===== src/design/dss_pkg.sv =====
// dss_pkg: shared types, constants and sequencer states for the data set statistics core
// no dependencies; used by dss_div, data_set_statistics_core and dss_checker
package dss_pkg;

  // default for the longest accepted data set
  parameter int unsigned MAX_ELEMENTS_DEF = 16384;

  // fixed-point scaling of the results
  parameter int unsigned MEAN_FRAC = 8;   // mean is sum*2^8/n
  parameter int unsigned VAR_FRAC  = 16;  // variance is scaled by 2^16 before the root

  // shared serial divider: quotient register and step counts
  parameter int unsigned QUO_W      = 32;
  parameter int unsigned STEP_W     = $clog2(QUO_W + 1);
  parameter int unsigned MEAN_STEPS = 16;
  parameter int unsigned VAR_STEPS  = 32;

  // square root: one result bit per step over a QUO_W-bit radicand
  parameter int unsigned ROOT_W = QUO_W / 2;

  // result field widths
  parameter int unsigned MEAN_W  = 16;
  parameter int unsigned SD_W    = 15;
  parameter int unsigned COUNT_W = 15;

  typedef struct packed {
    logic [7:0] element_value;
    logic       last;
  } item_t;

  typedef struct packed {
    logic [MEAN_W-1:0]  mean_q8;
    logic [SD_W-1:0]    stddev_q8;
    logic [COUNT_W-1:0] zero_total;
    logic [COUNT_W-1:0] element_count;
    logic               is_sparse;
    logic               overflow;
  } result_t;

  typedef enum logic [2:0] {
    ST_ACC,
    ST_LAUNCH,
    ST_MEAN,
    ST_MUL_NQ,
    ST_MUL_SS,
    ST_MUL_NN,
    ST_VDIV,
    ST_ROOT
  } state_t;

endpackage


===== src/design/dss_mul.sv =====
// dss_mul: shift-add multiplier, one multiplier bit per cycle
// depends on nothing but its parameters
module dss_mul #(
  parameter int unsigned AW = 23,
  parameter int unsigned BW = 31
) (
  input  logic             clk,
  input  logic             rst,
  input  logic             start,
  input  logic [AW-1:0]    a,
  input  logic [BW-1:0]    b,
  output logic             done,
  output logic [AW+BW-1:0] product
);

  localparam int unsigned CNT_W = $clog2(AW + 1);

  logic [BW-1:0]    hi;
  logic [AW-1:0]    lo;
  logic [BW-1:0]    mcand;
  logic [CNT_W-1:0] cnt;
  logic             running;
  logic [BW:0]      sum;

  // add the multiplicand when the current multiplier bit is set
  assign sum = {1'b0, hi} + (lo[0] ? {1'b0, mcand} : {(BW + 1){1'b0}});
  assign product = {hi, lo};

  always_ff @(posedge clk) begin
    if (rst) begin
      running <= 1'b0;
      done    <= 1'b0;
      cnt     <= '0;
    end else begin
      done <= 1'b0;
      if (start) begin
        running <= 1'b1;
        cnt     <= CNT_W'(AW);
      end else if (running) begin
        cnt <= cnt - 1'b1;
        if (cnt == CNT_W'(1)) begin
          running <= 1'b0;
          done    <= 1'b1;
        end
      end
    end
  end

  always_ff @(posedge clk) begin
    if (start) begin
      hi    <= '0;
      lo    <= a;
      mcand <= b;
    end else if (running) begin
      hi <= sum[BW:1];
      lo <= {sum[0], lo[AW-1:1]};
    end
  end

endmodule


===== src/design/dss_div.sv =====
// dss_div: restoring divider, one quotient bit per cycle, step count set at start
// depends on dss_pkg
module dss_div #(
  parameter int unsigned DVW = 30
) (
  input  logic                       clk,
  input  logic                       rst,
  input  logic                       start,
  input  logic [dss_pkg::STEP_W-1:0] steps,
  input  logic [DVW-1:0]             rem_init,
  input  logic [dss_pkg::QUO_W-1:0]  low_init,
  input  logic [DVW-1:0]             divisor,
  output logic                       done,
  output logic [dss_pkg::QUO_W-1:0]  quotient
);

  logic [DVW-1:0]             rem;
  logic [dss_pkg::QUO_W-1:0]  low;
  logic [DVW-1:0]             dvs;
  logic [dss_pkg::STEP_W-1:0] cnt;
  logic                       running;
  logic [DVW:0]               trial;
  logic [DVW:0]               diff;
  logic                       fits;

  // bring down the next dividend bit and try a subtract
  assign trial = {rem, low[dss_pkg::QUO_W-1]};
  assign diff  = trial - {1'b0, dvs};
  assign fits  = trial >= {1'b0, dvs};

  always_ff @(posedge clk) begin
    if (rst) begin
      running <= 1'b0;
      done    <= 1'b0;
      cnt     <= '0;
    end else begin
      done <= 1'b0;
      if (start) begin
        running <= 1'b1;
        cnt     <= steps;
      end else if (running) begin
        cnt <= cnt - 1'b1;
        if (cnt == dss_pkg::STEP_W'(1)) begin
          running <= 1'b0;
          done    <= 1'b1;
        end
      end
    end
  end

  always_ff @(posedge clk) begin
    if (start) begin
      rem      <= rem_init;
      low      <= low_init;
      dvs      <= divisor;
      quotient <= '0;
    end else if (running) begin
      rem      <= fits ? diff[DVW-1:0] : trial[DVW-1:0];
      low      <= {low[dss_pkg::QUO_W-2:0], 1'b0};
      quotient <= {quotient[dss_pkg::QUO_W-2:0], fits};
    end
  end

endmodule


===== src/design/data_set_statistics_core.sv =====
// data_set_statistics_core: mean, population standard deviation and zero count of a data set
// depends on dss_pkg, dss_mul and dss_div
//
// usage
//   input channel: data (element_value, last) is taken at a clock edge with start high and
//   busy low. elements of a set are accumulated one per cycle, so a set streams in
//   back to back while busy stays low.
//   the item flagged last closes the set: busy rises the next cycle and the result
//   is worked out bit-serially, then presented on result, with done high for exactly one cycle.
//   busy is low again in that same cycle, so the next set may start right away.
//   after the last item, the mean division, three runs of the shared shift-add multiplier
//   (one multiplier bit per cycle), the variance division and the square root follow in
//   that order; the restoring divider and the root each give one result bit per cycle.
//   CW is the count width (15 for 16384 elements).
//   elements past MAX_ELEMENTS in a set are dropped and flagged in overflow.
//   the receiver cannot stall: done is a one-cycle strobe and must be taken.
//   reset (rst, synchronous) clears the accumulators and returns to accepting items.
module data_set_statistics_core #(
  parameter int unsigned MAX_ELEMENTS = dss_pkg::MAX_ELEMENTS_DEF
) (
  input  logic             clk,
  input  logic             rst,
  input  logic             start,
  output logic             busy,
  input  dss_pkg::item_t   data,
  output logic             done,
  output dss_pkg::result_t result
);

  // count, sum, square sum, product, divider and root widths
  localparam int unsigned CW  = $clog2(MAX_ELEMENTS + 1);
  localparam int unsigned SW  = CW + 8;
  localparam int unsigned QW  = CW + 16;
  localparam int unsigned NW  = 2 * CW + 16;
  localparam int unsigned DVW = 2 * CW;
  localparam int unsigned PW  = SW + QW;
  localparam int unsigned RCNT_W = $clog2(dss_pkg::ROOT_W + 1);
  localparam int unsigned RREM_W = dss_pkg::ROOT_W + 2;

  dss_pkg::state_t state, state_next;

  // running accumulators
  logic [CW-1:0] count;
  logic [SW-1:0] sum;
  logic [QW-1:0] sq;
  logic [CW-1:0] zeros;
  logic          dropped;

  // accumulator values including the current item
  logic          accept;
  logic          room;
  logic [15:0]   elem_sq;
  logic [CW-1:0] count_upd;
  logic [SW-1:0] sum_upd;
  logic [QW-1:0] sq_upd;
  logic [CW-1:0] zeros_upd;
  logic          dropped_upd;

  // snapshot of a closed set
  logic [CW-1:0] set_n;
  logic [SW-1:0] set_sum;
  logic [QW-1:0] set_sq;
  logic [CW-1:0] set_zeros;
  logic          set_dropped;

  // intermediate results
  logic [dss_pkg::MEAN_W-1:0] mean;
  logic [NW-1:0]              nq;
  logic [NW-1:0]              num;

  // shared multiplier
  logic          mul_start;
  logic          mul_done;
  logic [SW-1:0] mul_a;
  logic [QW-1:0] mul_b;
  logic [PW-1:0] mul_product;

  // shared divider
  logic                       div_start;
  logic                       div_done;
  logic [dss_pkg::STEP_W-1:0] div_steps;
  logic [DVW-1:0]             div_rem_init;
  logic [dss_pkg::QUO_W-1:0]  div_low_init;
  logic [DVW-1:0]             div_divisor;
  logic [dss_pkg::QUO_W-1:0]  div_quotient;

  // square root, two radicand bits per step
  logic                         root_start;
  logic                         root_last;
  logic [dss_pkg::QUO_W-1:0]    rv;
  logic [RREM_W-1:0]            rrem;
  logic [dss_pkg::ROOT_W-1:0]   root;
  logic [RCNT_W-1:0]            rcnt;
  logic [RREM_W+1:0]            rrem2;
  logic [RREM_W+1:0]            rtrial;
  logic                         rfits;
  logic [dss_pkg::ROOT_W-1:0]   root_next;

  assign busy   = (state != dss_pkg::ST_ACC);
  assign accept = start & ~busy;

  // accumulation, one element per cycle while busy is low
  assign room        = count < CW'(MAX_ELEMENTS);
  assign elem_sq     = 16'(data.element_value) * 16'(data.element_value);
  assign count_upd   = room ? count + 1'b1 : count;
  assign sum_upd     = room ? sum + SW'(data.element_value) : sum;
  assign sq_upd      = room ? sq + QW'(elem_sq) : sq;
  assign zeros_upd   = (room && data.element_value == 8'd0) ? zeros + 1'b1 : zeros;
  assign dropped_upd = dropped | ~room;

  always_ff @(posedge clk) begin
    if (rst) begin
      count   <= '0;
      sum     <= '0;
      sq      <= '0;
      zeros   <= '0;
      dropped <= 1'b0;
    end else if (accept) begin
      if (data.last) begin
        // set closes: start clean for the next one
        count   <= '0;
        sum     <= '0;
        sq      <= '0;
        zeros   <= '0;
        dropped <= 1'b0;
      end else begin
        count   <= count_upd;
        sum     <= sum_upd;
        sq      <= sq_upd;
        zeros   <= zeros_upd;
        dropped <= dropped_upd;
      end
    end
  end

  always_ff @(posedge clk) begin
    if (accept && data.last) begin
      set_n       <= count_upd;
      set_sum     <= sum_upd;
      set_sq      <= sq_upd;
      set_zeros   <= zeros_upd;
      set_dropped <= dropped_upd;
    end
  end

  // sequencer
  always_ff @(posedge clk) begin
    if (rst) begin
      state <= dss_pkg::ST_ACC;
    end else begin
      state <= state_next;
    end
  end

  always_comb begin
    state_next = state;
    case (state)
      dss_pkg::ST_ACC:    if (accept && data.last) state_next = dss_pkg::ST_LAUNCH;
      dss_pkg::ST_LAUNCH: state_next = dss_pkg::ST_MEAN;
      dss_pkg::ST_MEAN:   if (div_done) state_next = dss_pkg::ST_MUL_NQ;
      dss_pkg::ST_MUL_NQ: if (mul_done) state_next = dss_pkg::ST_MUL_SS;
      dss_pkg::ST_MUL_SS: if (mul_done) state_next = dss_pkg::ST_MUL_NN;
      dss_pkg::ST_MUL_NN: if (mul_done) state_next = dss_pkg::ST_VDIV;
      dss_pkg::ST_VDIV:   if (div_done) state_next = dss_pkg::ST_ROOT;
      dss_pkg::ST_ROOT:   if (root_last) state_next = dss_pkg::ST_ACC;
      default:            state_next = dss_pkg::ST_ACC;
    endcase
  end

  // unit launches and operand selection
  always_comb begin
    mul_start    = 1'b0;
    div_start    = 1'b0;
    root_start   = 1'b0;
    mul_a        = SW'(set_n);
    mul_b        = QW'(set_n);
    div_steps    = dss_pkg::STEP_W'(dss_pkg::VAR_STEPS);
    div_rem_init = num[NW-1:dss_pkg::VAR_FRAC];
    div_low_init = dss_pkg::QUO_W'(num[dss_pkg::VAR_FRAC-1:0])
                   << (dss_pkg::QUO_W - dss_pkg::VAR_FRAC);
    div_divisor  = mul_product[DVW-1:0];
    case (state)
      dss_pkg::ST_LAUNCH: begin
        // mean: sum*256/n, the top of the dividend preloads the remainder
        div_start    = 1'b1;
        div_steps    = dss_pkg::STEP_W'(dss_pkg::MEAN_STEPS);
        div_rem_init = DVW'(set_sum >> dss_pkg::MEAN_FRAC);
        div_low_init = dss_pkg::QUO_W'(set_sum[dss_pkg::MEAN_FRAC-1:0])
                       << (dss_pkg::QUO_W - dss_pkg::MEAN_FRAC);
        div_divisor  = DVW'(set_n);
      end
      dss_pkg::ST_MEAN: begin
        // n * square sum
        mul_start = div_done;
        mul_a     = SW'(set_n);
        mul_b     = set_sq;
      end
      dss_pkg::ST_MUL_NQ: begin
        // sum squared
        mul_start = mul_done;
        mul_a     = set_sum;
        mul_b     = QW'(set_sum);
      end
      dss_pkg::ST_MUL_SS: begin
        // n squared
        mul_start = mul_done;
      end
      dss_pkg::ST_MUL_NN: begin
        // scaled variance: num*65536 / n^2
        div_start = mul_done;
      end
      dss_pkg::ST_VDIV: begin
        root_start = div_done;
      end
      default: begin
      end
    endcase
  end

  always_ff @(posedge clk) begin
    if (state == dss_pkg::ST_MEAN && div_done) begin
      mean <= div_quotient[dss_pkg::MEAN_W-1:0];
    end
    if (state == dss_pkg::ST_MUL_NQ && mul_done) begin
      nq <= mul_product[NW-1:0];
    end
    if (state == dss_pkg::ST_MUL_SS && mul_done) begin
      // never negative: n*sum(x^2) >= (sum x)^2
      num <= nq - mul_product[NW-1:0];
    end
  end

  dss_mul #(
    .AW (SW),
    .BW (QW)
  ) u_mul (
    .clk     (clk),
    .rst     (rst),
    .start   (mul_start),
    .a       (mul_a),
    .b       (mul_b),
    .done    (mul_done),
    .product (mul_product)
  );

  dss_div #(
    .DVW (DVW)
  ) u_div (
    .clk      (clk),
    .rst      (rst),
    .start    (div_start),
    .steps    (div_steps),
    .rem_init (div_rem_init),
    .low_init (div_low_init),
    .divisor  (div_divisor),
    .done     (div_done),
    .quotient (div_quotient)
  );

  // digit-by-digit square root of the scaled variance
  assign rrem2     = {rrem, rv[dss_pkg::QUO_W-1 -: 2]};
  assign rtrial    = {2'b00, root, 2'b01};
  assign rfits     = rrem2 >= rtrial;
  assign root_next = {root[dss_pkg::ROOT_W-2:0], rfits};
  assign root_last = (state == dss_pkg::ST_ROOT) && (rcnt == RCNT_W'(1));

  always_ff @(posedge clk) begin
    if (rst) begin
      rcnt <= '0;
    end else if (root_start) begin
      rcnt <= RCNT_W'(dss_pkg::ROOT_W);
    end else if (state == dss_pkg::ST_ROOT) begin
      rcnt <= rcnt - 1'b1;
    end
  end

  always_ff @(posedge clk) begin
    if (root_start) begin
      rv   <= div_quotient;
      rrem <= '0;
      root <= '0;
    end else if (state == dss_pkg::ST_ROOT) begin
      rv   <= {rv[dss_pkg::QUO_W-3:0], 2'b00};
      rrem <= rfits ? RREM_W'(rrem2 - rtrial) : rrem2[RREM_W-1:0];
      root <= root_next;
    end
  end

  // result register and one-cycle strobe
  always_ff @(posedge clk) begin
    if (rst) begin
      done <= 1'b0;
    end else begin
      done <= root_last;
    end
  end

  always_ff @(posedge clk) begin
    if (root_last) begin
      result.mean_q8       <= mean;
      result.stddev_q8     <= root_next[dss_pkg::SD_W-1:0];
      result.zero_total    <= dss_pkg::COUNT_W'(set_zeros);
      result.element_count <= dss_pkg::COUNT_W'(set_n);
      result.is_sparse     <= {set_zeros, 1'b0} > {1'b0, set_n};
      result.overflow      <= set_dropped;
    end
  end

endmodule


===== config.mk =====
export PLATFORM = sky130hd
export DESIGN_NAME = data_set_statistics_core
export DESIGN_NICKNAME = d
export VERILOG_FILES = /design/src/design/dss_pkg.sv /design/src/design/dss_mul.sv /design/src/design/dss_div.sv /design/src/design/data_set_statistics_core.sv
export SDC_FILE = /design/constraint.sdc
export NUM_CORES = 1
export LEC_CHECK = 0
export BUFFER_PORTS_ARGS = -buffer_cell sky130_fd_sc_hd__buf_2
export CAP_MARGIN = 25
export CORE_MARGIN = 8
export CORE_UTILIZATION = 60
export CTS_CLUSTER_DIAMETER = 80
export DETAILED_ROUTE_END_ITERATION = 16
export HOLD_SLACK_MARGIN = 0.08
export PLACE_DENSITY = 0.77
export SYNTH_ARGS = -nofsm -noshare
export SYNTH_HDL_FRONTEND = slang
export SYNTH_SLANG_ARGS = --single-unit

===== constraint.sdc =====
create_clock -name clk -period 6.7 [get_ports clk]
set_input_delay 1.34 -clock clk [delete_from_list [all_inputs] [get_ports clk]]
set_output_delay 1.34 -clock clk [all_outputs]
set_load 0.01 [all_outputs]

Word level (Yosys, flattened, before mapping)
Index checks and enable logic that the tools add are counted.
Cells by class
  add/sub/neg operators: 11
  multiply operators: 1
  $lt $le $gt $ge: 4
  equal/unequal tests: 17
  muxes and demuxes: 51
  bitwise logic cells: 6
  reduce and logical (&&, ||, !) cells: 18
Operators by type and width (number)
  $mux W32: 5
  $mux W30: 4
  $mux W23: 5
  $mux W31: 3
  $mux W15: 5
  $pmux W31 S2: 1
  $sub A46 B46 Y46: 1
  $add A31 B31 Y32: 1
  $add A31 B16 Y31: 1
  $ge A31 B30 Y1: 1
  $add A15 B1 Y15 const B: 2
  $sub A30 B30 Y30: 1
  $pmux W3 S8: 1
  $add A23 B8 Y23: 1
  $mux W3: 7
  $ge A20 B18 Y1: 1
  $mux W5: 4
  $mux W18: 1
  $mux W6: 3
  $sub A18 B18 Y18: 1
  $gt A16 B15 Y1: 1
  $mul A8 B8 Y16: 1
  $lt A15 B15 Y1 const B: 1
  $eq A3 B3 Y1 const B: 4
  other kinds (21): 52
Storage, ports and cells
  register bits after elaboration: 640
  output and inout port bits: 65

Longest topological paths before layout
  word-level depth: 6
  depth in mapped cells: 22
  gate-level depth less buffers: 20

Modules after synthesis
A second synthesis with hierarchy kept.
Second synthesis, totals
  cells, all modules: 3429
  area, all modules: 35450.2 sq um
By module, submodules not included
  data_set_statistics_core: instances 1, cells each 2253, area an instance 23009.6 sq um, sequential area each 11210.8 sq um
  dss_div: instances 1, cells each 679, area an instance 7272.0 sq um, sequential area each 3563.4 sq um
  dss_mul: instances 1, cells each 497, area an instance 5168.7 sq um, sequential area each 2382.3 sq um

Worst setup path after synthesis
OpenSTA, ideal clock, no wires.
  path type: register to register
  start point: register state[2]
  end point: register u_mul.mcand[0] (enable)
  data arrival time: 5.673 ns
  required time: 6.293 ns
  slack: 0.620 ns
  cell stages (with the launch flop): 7
  buffers on the path: 2
  path through: dfxtp_1 clkbuf_1 nand2_1 nor3_1 nor3_1 inv_1 clkbuf_1
Between the ends
  word-level cells in the longest chain between the ends: 3
RTL lines
  start: declaration: line data_set_statistics_core.sv:40  | dss_pkg::state_t state, state_next;
  start signal: assignment: line data_set_statistics_core.sv:149  | state <= dss_pkg::ST_ACC;
  start signal: assignment: line data_set_statistics_core.sv:151  | state <= state_next;
  $eq A3 B2 Y1 / $eq A3 B3 Y1 (equally long branches): line data_set_statistics_core.sv:182  | case (state)
  $reduce_or A2 Y1 (no source line)
  $pmux W1 S2 (*): line data_set_statistics_core.sv:182
  via mul_start: line data_set_statistics_core.sv:72  | logic mul_start;
  end signal: assignment: line dss_mul.sv:53  | mcand <= b;
  end: declaration: line dss_mul.sv:20  | logic [BW-1:0] mcand;
The timed path passes the listed nets; every way through them passes the cells marked *.
A chain may end at the register's enable or synchronous reset.

Worst setup path after layout
  start point: input port data[8] (netlist name)
  end point: register sq[29]
Between the ends
  word-level cells in the longest chain between the ends: 4
RTL lines
  start: declaration: line data_set_statistics_core.sv:25  | input dss_pkg::item_t data,
  $mul A8 B8 Y16: line data_set_statistics_core.sv:104  | assign elem_sq = 16'(data.element_value) * 16'(data.element_value);
  $add A31 B16 Y31: line data_set_statistics_core.sv:107  | assign sq_upd = room ? sq + QW'(elem_sq) : sq;
  $mux W31: line data_set_statistics_core.sv:107
  $mux W31: line data_set_statistics_core.sv:119  | if (data.last) begin
  end signal: assignment: line data_set_statistics_core.sv:129  | sq <= sq_upd;
  end: declaration: line data_set_statistics_core.sv:45  | logic [QW-1:0] sq;
Every way passes these cells.

==> impl_results.md <==
- Most frequent cells in the layout: 418 x edfxtp_1, 355 x nand2_1, 241 x inv_1, 240 x nor2_1, 208 x o21ai_0
- FP Rows: 86
- Port bufs: 76
- Least-Margin Pin Slew: approximately 940 ps
- Crit path launch type: input pin
- Largest net degree at the start of global routing: between 70 and 80
- Cts bufs inserted: 68
- Commonest non-fill, non-tap cell in the layout: edfxtp_1
- Initial antenna violation count: 0
- Slew Viols, Final: 0
- Fin crit share: between 80% and 90%
- Layout Nets: approximately 3.5k
- Final worst slack: between 900 and 1000 ps
- Vias: ~24k
- Max-Cap Viols: 0
- CP endpoint kind: flop
- Highest Signal Layer: met4
- Die area: ~64,000 µm²
- Peak Freq: 174 MHz
- Drt pass-1 iters: 6
- #FFs+latches synth: ~620
- Via density: around 6
- Die width: between 200 and 300 µm
- Post-CTS setup buffers: 0
- Setup tns final: 0 ps
- IO Pins: between 70 and 80
- Area delta synth->final: 10.7%
- Status: finished clean
- Crit-path max FO: 10
- Clock Tree Root: clkbuf_16
- Clock Latency Late Sink: 620 ps
- Yosys cell types: 92
- Arr. time, crit path: ~6300 ps
- WS Path Type: input pin to flop
- Setup Skew: about 27 ps
- Sequential cell area fraction in the yosys report: between 40% and 50%
- Number of synthesized flops with an enable pin: approximately 420
- Unrepaired setup endpoints after global routing: no
- GRT overflow: 0
- Initial Utilization: roughly 61%
- 1st-iter DRT viols: between 1.5k and 2k
- P_leak: roughly 15 nW
- H-Tree Depth: 3
- Vias in the first global route: 24.0k
- Core area: between 50,000 and 60,000 µm²
- First-pass GRT wire length: around 120,000 µm
- Total track usage: about a quarter
- Syn_nets: 3,504
- Post-layout min period: 5760 ps
- PwrDens: about 370 nW/µm²
- Main synth FF type: edfxtp_1
- Syn_area_per_cell: 10.3 µm²
- Rel. slew slack: between 30% and 40%
- Share of layout cells above drive strength 1: under 10%
- WL final: roughly 77,000 µm
- Remaining DRCs: 0
- ANT nets after route: 0
- Peak VDD IR: roughly 240 µV
- R2r setup slk: roughly 1700 ps
- CTS resizes: 0
- Hold_buf cts: 0
- Setup-failing EPs final: 0
- Asr flop ratio synth: 0%
- Post-synthesis cell area: approximately 33,000 µm²
- Final Hold Viols: 0
- Die H: roughly 250 µm
- Clk sink count: ~620
- Hold Path Class: flop to flop
- TritonCTS clock tree: built
- Gate Count Post-Synth: 3,256
- Metal2 WL: 37,000 µm
- Yosys warning count: 0
- Final Wtd Congestion: 0.947
- Hpwl dp: around 55,000 µm
- WL/cell: approximately 19 µm
- Clk slew on worst S/H paths: around 60 ps
- Bufs on Longest Clock Path: 3
- Required time worst endpoint: ~7200 ps
- Pre-CTS setup slack: roughly 320 ps
- WL met3: just under 5000 µm
- M1 wire length: 32,500 µm
- Ant diodes: 0
[cell families after synthesis]
kind of cell	count (synthesis)	share of synthesized area (%)
fa+ha+maj	236	9.74
simple gates	942	13.2
buf+inv	386	4.45
xor+xnor	194	5.08
mux	97	2.95
flops	624	49.8
compound gates	777	14.8
[metrics by stage]
step	utilization (%)	power (mW)	hold slack, ps	instance area, µm²	cells
after floorplan	-	8.53	400	33500	3256
after global placement	62.6	9.38	402	34500	3972
after detailed placement	62.7	9.58	405	34600	3975
after CTS	67.2	13.6	416	37000	4101
after global routing	67.2	14.4	432	37000	4103
final	67.2	13.6	415	37000	4103
[synthesized netlist by cell type (7+ instances only)]
cell	n	share of area (%)
mux2i_1	85	2.5
a21o_1	68	1.5
nand2b_1	24	0.45
nor2b_1	36	0.67
a22oi_1	51	1.1
mux2_2	12	0.40
clkbuf_1	120	1.3
a211oi_1	16	0.36
o22ai_1	24	0.45
and2_1	72	1.3
or3_1	18	0.34
dfxtp_1	206	12
o31a_1	8	0.21
fa_1	41	2.5
o21a_1	24	0.54
o31ai_1	17	0.38
xor2_1	68	1.8
xnor2_1	126	3.3
o21ai_1	19	0.28
nand3_1	52	0.78
nor2_1	244	2.7
a21oi_1	196	2.9
a32oi_1	7	0.18
nand3b_1	15	0.34
a222oi_1	8	0.24
inv_1	245	2.7
and3_1	27	0.50
a31oi_1	24	0.45
nor3_1	41	0.61
a41oi_1	8	0.21
nor4_1	7	0.13
a22o_1	20	0.52
edfxtp_1	418	38
o21ai_0	208	3.1
ha_1	195	7.3
nand4_1	20	0.37
nand2_1	355	4.0
o21bai_1	20	0.45
[routing by layer]
layer	vias to the layer above	GRT usage, %
li1	11680	-
met1	11679	31.0
met3	151	2.84
met4	0	9.37
met5	-	0
met2	858	39.6
[area by class of cell]
class,instances,area (µm²)
fillers,4132,18100
flip-flops and latches,624,16700
multi-input cells,2246,15300
clock buffers,96,1930
well taps,748,936
inverters,247,927
repair buffers,112,699
clock inverters,30,512
[report_power, final]
group,internal (mW),total [mW],switching (mW)
Sequential,4.81,5.12,0.312
Combinational,1.76,4.47,2.71
Clock,2.47,4.04,1.57
Total,9.04,13.6,4.59
[state kept, by name, summed over array words and instances, names as in the netlist, 15 cells and up]
signal / count
count: 15
num: 46
u_mul.hi: 31
u_mul.lo: 23
set_n: 15
zeros: 15
mean: 16
set_zeros: 15
set_sq: 31
u_div.rem: 30
set_sum: 23
rrem: 18
u_mul.mcand: 31
root: 16
sq: 31
u_div.quotient: 32
nq: 46
rv: 32
u_div.low: 16
sum: 23
u_div.dvs: 30
result: 63
[final timing paths]
kind                 startpoint                    to  cells past startpoint
min           mean[6]$_DFFE_PP_  result[53]$_DFFE_PP_                      0
max reg2reg  sq[7]$_SDFFE_PP0P_   sq[29]$_SDFFE_PP0P_                     18
min reg2reg   mean[6]$_DFFE_PP_  result[53]$_DFFE_PP_                      0
max                     data[8]   sq[29]$_SDFFE_PP0P_                     20
[critical path: stages]
cell	delay [ps]
buf_2	190
and2_1	230
inv_1	80
fa_1	510
inv_1	60
fa_1	460
fa_1	490
inv_1	50
fa_1	520
inv_1	40
ha_1	290
inv_1	70
o21bai_2	160
a21oi_2	100
o21bai_4	150
nand2_2	90
a311oi_4	520
nand3_4	160
or4_1	550
a21oi_1	200
(Power assumes the default switching activity.)
